===== src/hdl/sorted_list_table_macros.svh =====
// ----------------------------------------------------------------------------
// sorted list table assertion macros
// concurrent checks clocked on clk, optionally held off during reset
// ----------------------------------------------------------------------------
`ifndef SORTED_LIST_TABLE_MACROS_SVH
`define SORTED_LIST_TABLE_MACROS_SVH

`ifndef NO_ASSERTIONS
// check sampled on clk, disabled while rst_n is low
`define SLT_ASSERT(lbl, prop, msg) \
  lbl: assert property (@(posedge clk) disable iff (!rst_n) prop) else $error(msg);
// check sampled on clk, active during reset as well
`define SLT_ASSERT_ALWAYS(lbl, prop, msg) \
  lbl: assert property (@(posedge clk) prop) else $error(msg);
`else
`define SLT_ASSERT(lbl, prop, msg)
`define SLT_ASSERT_ALWAYS(lbl, prop, msg)
`endif

`endif


===== src/hdl/slt_pkg.sv =====
// ----------------------------------------------------------------------------
// slt_pkg
// shared constants and types of the sorted list table
// ----------------------------------------------------------------------------
`timescale 1ns / 1ps

package slt_pkg;

  localparam int DEPTH   = 64;
  localparam int AW      = (DEPTH > 1) ? $clog2(DEPTH) : 1;
  localparam int CW      = $clog2(DEPTH + 1);
  localparam int VAL_W   = 32;
  localparam int KIND_W  = 2;
  localparam int LEN_W   = 7;
  localparam int OUT_W   = 48;

  localparam logic [KIND_W-1:0] KIND_INSERT = 2'd0;
  localparam logic [KIND_W-1:0] KIND_REMOVE = 2'd1;

  typedef enum logic [1:0] {
    ST_IDLE,
    ST_SCAN,
    ST_TAIL,
    ST_DONE
  } state_t;

  // controller to datapath
  typedef struct packed {
    logic start;   // latch request, clear scan state
    logic step;    // issue next table read
    logic finish;  // tail write, update length
    logic emit;    // load result beat
  } cmd_t;

  // datapath to controller
  typedef struct packed {
    logic scan_done;
    logic out_free;
  } sts_t;

endpackage


===== src/hdl/slt_ctrl.sv =====
// ----------------------------------------------------------------------------
// slt_ctrl
// request sequencer: accept, scan the table, finish, hand off the result
// ----------------------------------------------------------------------------
`timescale 1ns / 1ps

module slt_ctrl (
  input  logic          clk,
  input  logic          rst_n,
  input  logic          in_tvalid,
  output logic          in_tready,
  input  slt_pkg::sts_t sts,
  output slt_pkg::cmd_t cmd
);
  import slt_pkg::*;

  state_t state_r;
  state_t state_nxt;

  always_ff @(posedge clk) begin
    if (!rst_n) begin
      state_r <= ST_IDLE;
    end else begin
      state_r <= state_nxt;
    end
  end

  always_comb begin
    state_nxt = state_r;
    unique case (state_r)
      ST_IDLE: begin
        if (in_tvalid) state_nxt = ST_SCAN;
      end
      ST_SCAN: begin
        if (sts.scan_done) state_nxt = ST_TAIL;
      end
      ST_TAIL: begin
        state_nxt = ST_DONE;
      end
      ST_DONE: begin
        if (sts.out_free) state_nxt = ST_IDLE;
      end
      default: state_nxt = ST_IDLE;
    endcase
  end

  always_comb begin
    in_tready = 1'b0;
    cmd       = '0;
    unique case (state_r)
      ST_IDLE: begin
        // no beat is taken while reset is held
        in_tready = rst_n;
        cmd.start = in_tvalid && rst_n;
      end
      ST_SCAN: begin
        cmd.step = 1'b1;
      end
      ST_TAIL: begin
        cmd.finish = 1'b1;
      end
      ST_DONE: begin
        cmd.emit = sts.out_free;
      end
      default: begin
        in_tready = 1'b0;
      end
    endcase
  end

endmodule


===== src/hdl/slt_datapath.sv =====
// ----------------------------------------------------------------------------
// slt_datapath
// entry memory, scan pipeline, insert shift, remove compaction, result beat
// ----------------------------------------------------------------------------
`timescale 1ns / 1ps
`include "sorted_list_table_macros.svh"

module slt_datapath (
  input  logic                          clk,
  input  logic                          rst_n,
  input  slt_pkg::cmd_t                 cmd,
  output slt_pkg::sts_t                 sts,
  input  logic [slt_pkg::KIND_W-1:0]    req_kind,
  input  logic [slt_pkg::VAL_W-1:0]     req_value,
  output logic                          out_tvalid,
  input  logic                          out_tready,
  output logic [slt_pkg::OUT_W-1:0]     out_tdata
);
  import slt_pkg::*;

  logic [VAL_W-1:0] mem [DEPTH];
  logic [VAL_W-1:0] rdata_r;

  logic [KIND_W-1:0] kind_r,    kind_nxt;
  logic [VAL_W-1:0]  value_r,   value_nxt;
  logic              full_r,    full_nxt;
  logic [CW-1:0]     count_r,   count_nxt;
  logic [CW-1:0]     ra_r,      ra_nxt;
  logic              rv_r,      rv_nxt;
  logic [CW-1:0]     ridx_r,    ridx_nxt;
  logic [CW-1:0]     wr_r,      wr_nxt;
  logic              ins_r,     ins_nxt;
  logic [VAL_W-1:0]  carry_r,   carry_nxt;
  logic              found_r,   found_nxt;
  logic [VAL_W-1:0]  tail_r,    tail_nxt;
  logic [CW-1:0]     removed_r, removed_nxt;
  logic              ovalid_r,  ovalid_nxt;
  logic [OUT_W-1:0]  odata_r,   odata_nxt;

  logic              rd_en;
  logic [AW-1:0]     rd_addr;
  logic              we;
  logic [AW-1:0]     wa;
  logic [VAL_W-1:0]  wd;
  logic              do_ins;
  logic              eq;

  assign do_ins = (kind_r == KIND_INSERT) && !full_r;
  assign eq     = (rdata_r == value_r);

  always_ff @(posedge clk) begin
    if (we) mem[wa] <= wd;
    if (rd_en) rdata_r <= mem[rd_addr];
  end

  always_comb begin
    kind_nxt    = kind_r;
    value_nxt   = value_r;
    full_nxt    = full_r;
    count_nxt   = count_r;
    ra_nxt      = ra_r;
    rv_nxt      = 1'b0;
    ridx_nxt    = ridx_r;
    wr_nxt      = wr_r;
    ins_nxt     = ins_r;
    carry_nxt   = carry_r;
    found_nxt   = found_r;
    tail_nxt    = tail_r;
    removed_nxt = removed_r;
    ovalid_nxt  = ovalid_r && !out_tready;
    odata_nxt   = odata_r;
    rd_en       = 1'b0;
    rd_addr     = ra_r[AW-1:0];
    we          = 1'b0;
    wa          = ridx_r[AW-1:0];
    wd          = rdata_r;

    if (cmd.start) begin
      kind_nxt  = req_kind;
      value_nxt = req_value;
      full_nxt  = (req_kind == KIND_INSERT) && (count_r == CW'(DEPTH));
      ra_nxt    = '0;
      wr_nxt    = '0;
      ins_nxt   = 1'b0;
      found_nxt = 1'b0;
      tail_nxt  = '0;
    end

    if (cmd.step && (ra_r < count_r)) begin
      rd_en    = 1'b1;
      rv_nxt   = 1'b1;
      ridx_nxt = ra_r;
      ra_nxt   = ra_r + CW'(1);
    end

    // one stored entry arrives per cycle
    if (rv_r) begin
      if (eq) found_nxt = 1'b1;
      if (do_ins) begin
        if (ins_r) begin
          // ripple entries up by one behind the insertion point
          we        = 1'b1;
          wd        = carry_r;
          carry_nxt = rdata_r;
        end else if ($signed(value_r) <= $signed(rdata_r)) begin
          we        = 1'b1;
          wd        = value_r;
          carry_nxt = rdata_r;
          ins_nxt   = 1'b1;
        end
      end else if (kind_r == KIND_REMOVE) begin
        if (!eq) begin
          we       = 1'b1;
          wa       = wr_r[AW-1:0];
          wd       = rdata_r;
          wr_nxt   = wr_r + CW'(1);
          tail_nxt = rdata_r;
        end
      end else begin
        tail_nxt = rdata_r;
      end
    end

    if (cmd.finish) begin
      removed_nxt = '0;
      if (do_ins) begin
        we        = 1'b1;
        wa        = count_r[AW-1:0];
        wd        = ins_r ? carry_r : value_r;
        tail_nxt  = wd;
        count_nxt = count_r + CW'(1);
      end else if (kind_r == KIND_REMOVE) begin
        count_nxt   = wr_r;
        removed_nxt = count_r - wr_r;
      end
    end

    if (cmd.emit) begin
      ovalid_nxt = 1'b1;
      odata_nxt  = {LEN_W'(removed_r), tail_r, LEN_W'(count_r), found_r, full_r};
    end
  end

  always_ff @(posedge clk) begin
    if (!rst_n) begin
      count_r  <= '0;
      rv_r     <= 1'b0;
      ovalid_r <= 1'b0;
    end else begin
      count_r  <= count_nxt;
      rv_r     <= rv_nxt;
      ovalid_r <= ovalid_nxt;
    end
  end

  always_ff @(posedge clk) begin
    kind_r    <= kind_nxt;
    value_r   <= value_nxt;
    full_r    <= full_nxt;
    ra_r      <= ra_nxt;
    ridx_r    <= ridx_nxt;
    wr_r      <= wr_nxt;
    ins_r     <= ins_nxt;
    carry_r   <= carry_nxt;
    found_r   <= found_nxt;
    tail_r    <= tail_nxt;
    removed_r <= removed_nxt;
    odata_r   <= odata_nxt;
  end

  assign sts.scan_done = (ra_r == count_r) && !rv_r;
  assign sts.out_free  = !ovalid_r || out_tready;
  assign out_tvalid    = ovalid_r;
  assign out_tdata     = odata_r;

  `SLT_ASSERT(a_count_bound, count_r <= CW'(DEPTH), "entry count above table depth")
  `SLT_ASSERT(a_read_in_list, rv_r |-> ridx_r < count_r, "read beyond stored entries")
  `SLT_ASSERT(a_compact_behind, (rv_r && kind_r == KIND_REMOVE) |-> wr_r <= ridx_r,
              "compaction write ahead of read")
  `SLT_ASSERT(a_full_no_write, (rv_r && full_r) |-> !we, "dropped insert wrote the table")

endmodule


===== src/hdl/sorted_list_table.sv =====
// ----------------------------------------------------------------------------
// sorted_list_table
// ascending list of signed 32-bit values with insert, remove-all and query
// ----------------------------------------------------------------------------
// usage:
//   one request beat on in_*: in_tuser is the kind (insert, remove all equal,
//   query; code 3 acts as a query) and in_tdata the value. each request gives
//   exactly one result beat on out_*.
//   the table is scanned one entry per cycle through a single-port-read memory;
//   an insert ripples the tail up by one, a remove compacts in the same pass.
//   the time from a request's accept to its out_tvalid grows with the number
//   of stored entries, since the scan of the stored entries sets it.
//   a new request is taken once the previous one has reached the result
//   register, even if out_tready is low; if the result register is still
//   occupied when the next one finishes, the block holds until it drains.
//   reset empties the list at once; stored entries need no clearing.
//   an insert into a full table is dropped and reported with status set.
// ----------------------------------------------------------------------------
`timescale 1ns / 1ps

module sorted_list_table (
  input  logic                               clk,
  input  logic                               rst_n,
  input  logic                               in_tvalid,
  output logic                               in_tready,
  input  logic [slt_pkg::VAL_W-1:0]          in_tdata,   // [31:0] value
  input  logic [slt_pkg::KIND_W-1:0]         in_tuser,   // [1:0] kind
  output logic                               out_tvalid,
  input  logic                               out_tready,
  // [0] status, [1] found, [8:2] length, [40:9] last_value, [47:41] removed_count
  output logic [slt_pkg::OUT_W-1:0]          out_tdata
);
  import slt_pkg::*;

  cmd_t cmd;
  sts_t sts;

  slt_ctrl u_ctrl (
    .clk       (clk),
    .rst_n     (rst_n),
    .in_tvalid (in_tvalid),
    .in_tready (in_tready),
    .sts       (sts),
    .cmd       (cmd)
  );

  slt_datapath u_datapath (
    .clk        (clk),
    .rst_n      (rst_n),
    .cmd        (cmd),
    .sts        (sts),
    .req_kind   (in_tuser),
    .req_value  (in_tdata),
    .out_tvalid (out_tvalid),
    .out_tready (out_tready),
    .out_tdata  (out_tdata)
  );

endmodule

===== config.mk =====
export PLATFORM = sky130hd
export DESIGN_NAME = sorted_list_table
export DESIGN_NICKNAME = d
export VERILOG_FILES = /design/src/hdl/slt_pkg.sv /design/src/hdl/slt_ctrl.sv /design/src/hdl/slt_datapath.sv /design/src/hdl/sorted_list_table.sv
export VERILOG_INCLUDE_DIRS = /design/src /design/src/hdl
export SDC_FILE = /design/constraint.sdc
export NUM_CORES = 2
export LEC_CHECK = 0
export ABC_AREA = 1
export BUFFER_PORTS_ARGS = -buffer_cell sky130_fd_sc_hd__buf_2
export CAP_MARGIN = 20
export CORE_MARGIN = 10
export CORE_UTILIZATION = 45
export CTS_CLUSTER_DIAMETER = 60
export CTS_CLUSTER_SIZE = 20
export DETAILED_ROUTE_END_ITERATION = 8
export GPL_TIMING_DRIVEN = 0
export SYNTH_ARGS = -nofsm -noshare
export SYNTH_HDL_FRONTEND = slang
export SYNTH_SLANG_ARGS = --single-unit

===== constraint.sdc =====
create_clock -name clk -period 7.8 [get_ports clk]
set_clock_uncertainty 0.1 [all_clocks]
set_input_delay 0.78 -clock clk [delete_from_list [all_inputs] [get_ports clk]]
set_output_delay 0.78 -clock clk [all_outputs]
set_load 0.01 [all_outputs]

==> results_dict.tcl <==
set metrics [dict create \
    fin_setup_tns_ns 0 \
    viasPerCell 6.42 \
    pwr-share-comb_pct 27.6 \
    setup_viol 0 \
    slew_headroom_pct 7.32 \
    reg2reg_to "u_datapath.rdata_r[5]" \
    synth_common_cells "edfxtp_1, nor2_1, o21ai_0, nand2_1, clkbuf_1" \
    wl_per_cell_um 35.2 \
    tightest_slew_ns 1.39 \
    reg2reg_slack_ns 2.01 \
    crit_path_start "u_datapath.ra_r[0]" \
    power.share.switching_pct 35.9 \
    num_vias 64590 \
    min_path_type "input port to flop" \
    cts.sinks 2267 \
    dp_slack_ns 2.50 \
    critPathLaunchType "flop" \
    syn_nets 6975 \
    clk_pin_slew_ns 0.08 \
    cp-end-kind "flop" \
    yosysWarnings 0 \
    status "finished clean" \
    cts_setup_buffers 0 \
    globalRouteMet2Util_pct 44.6 \
    fin_ws_ns 2.01 \
    die_w_um 467 \
    syn_inst 6882 \
    gp_congestion 0.977 \
    cap_violations 0 \
    power_density_nw_per_um2 315 \
    initial_core_util_pct 45.2 \
    synth_area_leader_cell "edfxtp_1" \
    dieArea_um2 218000 \
    switchingPower_mw 11.6 \
    port_buffers 87 \
    finalHoldViolCount 0 \
    drive_gt1_share_pct 9.17 \
    grt_max_degree 65 \
    core_area_um2 199000 \
    ant_nets 0 \
    use_met3_pct 11.8 \
    cp.arrival_ns 6.25 \
    worstPathRequired_ns 8.26 \
    antenna_found_initial 38 \
    async_flop_share_pct 0 \
    grt_pass1_vias 59119 \
    cts_tree "built" \
    synth-seq-area-share_pct 75.1 \
    ctsHoldBuffers 29 \
    finalWirelength_mm 354 \
    finalNetCount 7379 \
    reg2reg_depth 11 \
    max_freq_mhz 173 \
    areaGrowthSynthToFinish_pct 13.9 \
    rsz0062_at_grt "false" \
    synth_flop_cell "edfxtp_1" \
    drt_first_pass_iters 8 \
    yosysMostFrequentCell "edfxtp_1" \
    ir_drop_mv 0.217 \
    met1_usage_pct 41.0 \
    grt_pass1_wl_mm 480 \
    ctsHtreeMaxLevel 4 \
    synth_enable_flop_cells 2215 \
    fp.dieH_um 467 \
    p_int_mw 20.7 \
    first_iter_violations 12263 \
    p_leak_nw 33.1 \
    hpwlAfterDp_mm 244 \
    clk_latency_ns 0.87 \
    ios 88 \
    critPathMaxFanout 10 \
    busiest_layer "met2" \
    clockBufferDepth 3 \
    finalPower_mw 32.3 \
    rr_startpoint "u_datapath.ra_r[0]" \
    synth_area_um2 90000 \
    cts-root-buf "clkbuf_16" \
    rows 164 \
    timing_worst_setup_path_type "flop to flop" \
    synth_area_per_cell_um2 13.1 \
    ys_ff_latch 2267 \
    synth.area.top_cells "edfxtp_1, o21ai_0, nor2_1, nand2_1, o22ai_1" \
    p_clk_share_pct 27.6 \
    synth_top_area_share_pct 73.9 \
    ys_types 53 \
    track_usage_pct 31.4 \
    slew_violations 0 \
    power_frac_seq_pct 44.8 \
    post-route-period-util_pct 74.2 \
    drc_errors 0 \
    cts_made_buffers 157 \
    cts_resized 0 \
    worstSetupEndpoint "u_datapath.rdata_r[5]" \
    grt-ovfl-total 0 \
    period_needed_ns 5.79 \
]
-- routing by layer --
layer / vias up / part of all wire [%]
li1: 26461 / -
met1: 31889 / 35
met2: 5146 / 42
met3: 1058 / 16
met4: 36 / 7.2
met5: - / 0.068
-- metrics by stage --
step / cell area, um^2 / utilization [%] / hold slack [ns] / instances
detailed placement: 96800 / 48.6 / 0.306 / 9750
finish: 103000 / 51.4 / 0.0411 / 10065
CTS: 102000 / 51.4 / 0.00360 / 10049
global placement: 93700 / 47.0 / 0.305 / 9625
global route: 102000 / 51.4 / 0.0329 / 10056
floorplan: 90000 / - / 0.300 / 6882
-- layout make-up --
type,instances,area (um^2)
fillers,16795,96700
inverters,178,668
flip-flops and latches,2267,67600
clock inverters,94,1230
repair buffers,245,3420
clock buffers,176,4090
well taps,2656,3320
plain buffers,472,1900
diodes,12,30.0
multi-input cells,3965,20300
-- sequential cells by signal, summed over array words and instances (netlist names), 2 cells and up --
register,flops
u_datapath.tail_r,32
u_datapath.count_r,7
u_datapath.kind_r,2
u_datapath.ra_r,7
u_datapath.wr_r,7
u_datapath.ridx_r,6
u_datapath.value_r,32
u_datapath.carry_r,32
u_datapath.out_tdata,48
u_datapath.removed_r,7
u_datapath.rdata_r,32
u_datapath.mem,2048
u_ctrl.state_r,2
-- layout by cell type (no fill, tap or decap), drive strengths merged, types with 2 or more instances in the layout --
cell type / synthesis / routed
a211oi: 5 / 5
a21oi: 123 / 123
a221oi: 5 / 5
a22o: 2 / 2
a31oi: 9 / 9
a32o: 3 / 3
a41oi: 7 / 7
buf: 91 / 307
bufinv: 0 / 20
clkbuf: 381 / 557
clkinv: 6 / 43
clkinvlp: 0 / 12
dfxtp: 52 / 52
diode: 0 / 12
dlygate4sd3: 0 / 29
edfxtp: 2215 / 2215
ha: 54 / 54
inv: 172 / 197
nand2: 565 / 565
nand3: 244 / 244
nand4: 57 / 57
nor2: 1201 / 1201
nor3: 6 / 6
nor4: 3 / 3
o211ai: 60 / 60
o21ai: 1058 / 1058
o21bai: 3 / 3
o221ai: 222 / 222
o22ai: 320 / 320
xnor2: 2 / 2
xor2: 7 / 7
-- worst min-delay path by stage --
| stage | startpoint | endpoint | slack [ns] | depth (start not counted) |
|---|---|---|---|---|
| finish | in_tdata[10] | u_datapath.value_r[10] | 0.04 | 1 |
| global route | in_tdata[10] | u_datapath.value_r[10] | 0.03 | 1 |
| CTS | in_tdata[10] | u_datapath.value_r[10] | 0.004 | 1 |
| detailed placement | u_datapath.removed_r[4] | u_datapath.out_tdata[45] | 0.31 | 0 |
| global placement | u_datapath.removed_r[4] | u_datapath.out_tdata[45] | 0.30 | 0 |
| floorplan | u_datapath.removed_r[0] | u_datapath.out_tdata[41] | 0.30 | 0 |
-- worst max-delay path, cell delays in order (launching register included) --
cell	delay (ns)
edfxtp_1	0.41
buf_4	0.41
buf_4	0.43
buf_2	0.40
buf_2	0.45
clkbuf_1	0.86
nor2_1	0.11
o221ai_1	0.84
nand3_1	0.47
nand4_1	0.20
nand3_1	0.30
nand3_1	0.51
-- power by group through the flow --
stage	Sequential [mW]	Clock (mW)	Combinational, mW
finish	14.5	8.93	8.91
global placement	14.9	0	7.91
global route	14.5	9.35	9.06
CTS	14.5	8.92	8.39
floorplan	14.7	0	3.87
detailed placement	14.8	0	8.35
-- cells by family after synthesis --
family          count (synthesis)  share of synthesized area [%]
fa+ha+maj                      55                          0.773
simple gates                 2079                           9.36
flops                        2267                           75.1
compound gates               1822                           11.9
xor+xnor                        9                         0.0876
buf+inv                       650                           2.85
(Power assumes the default switching activity.)
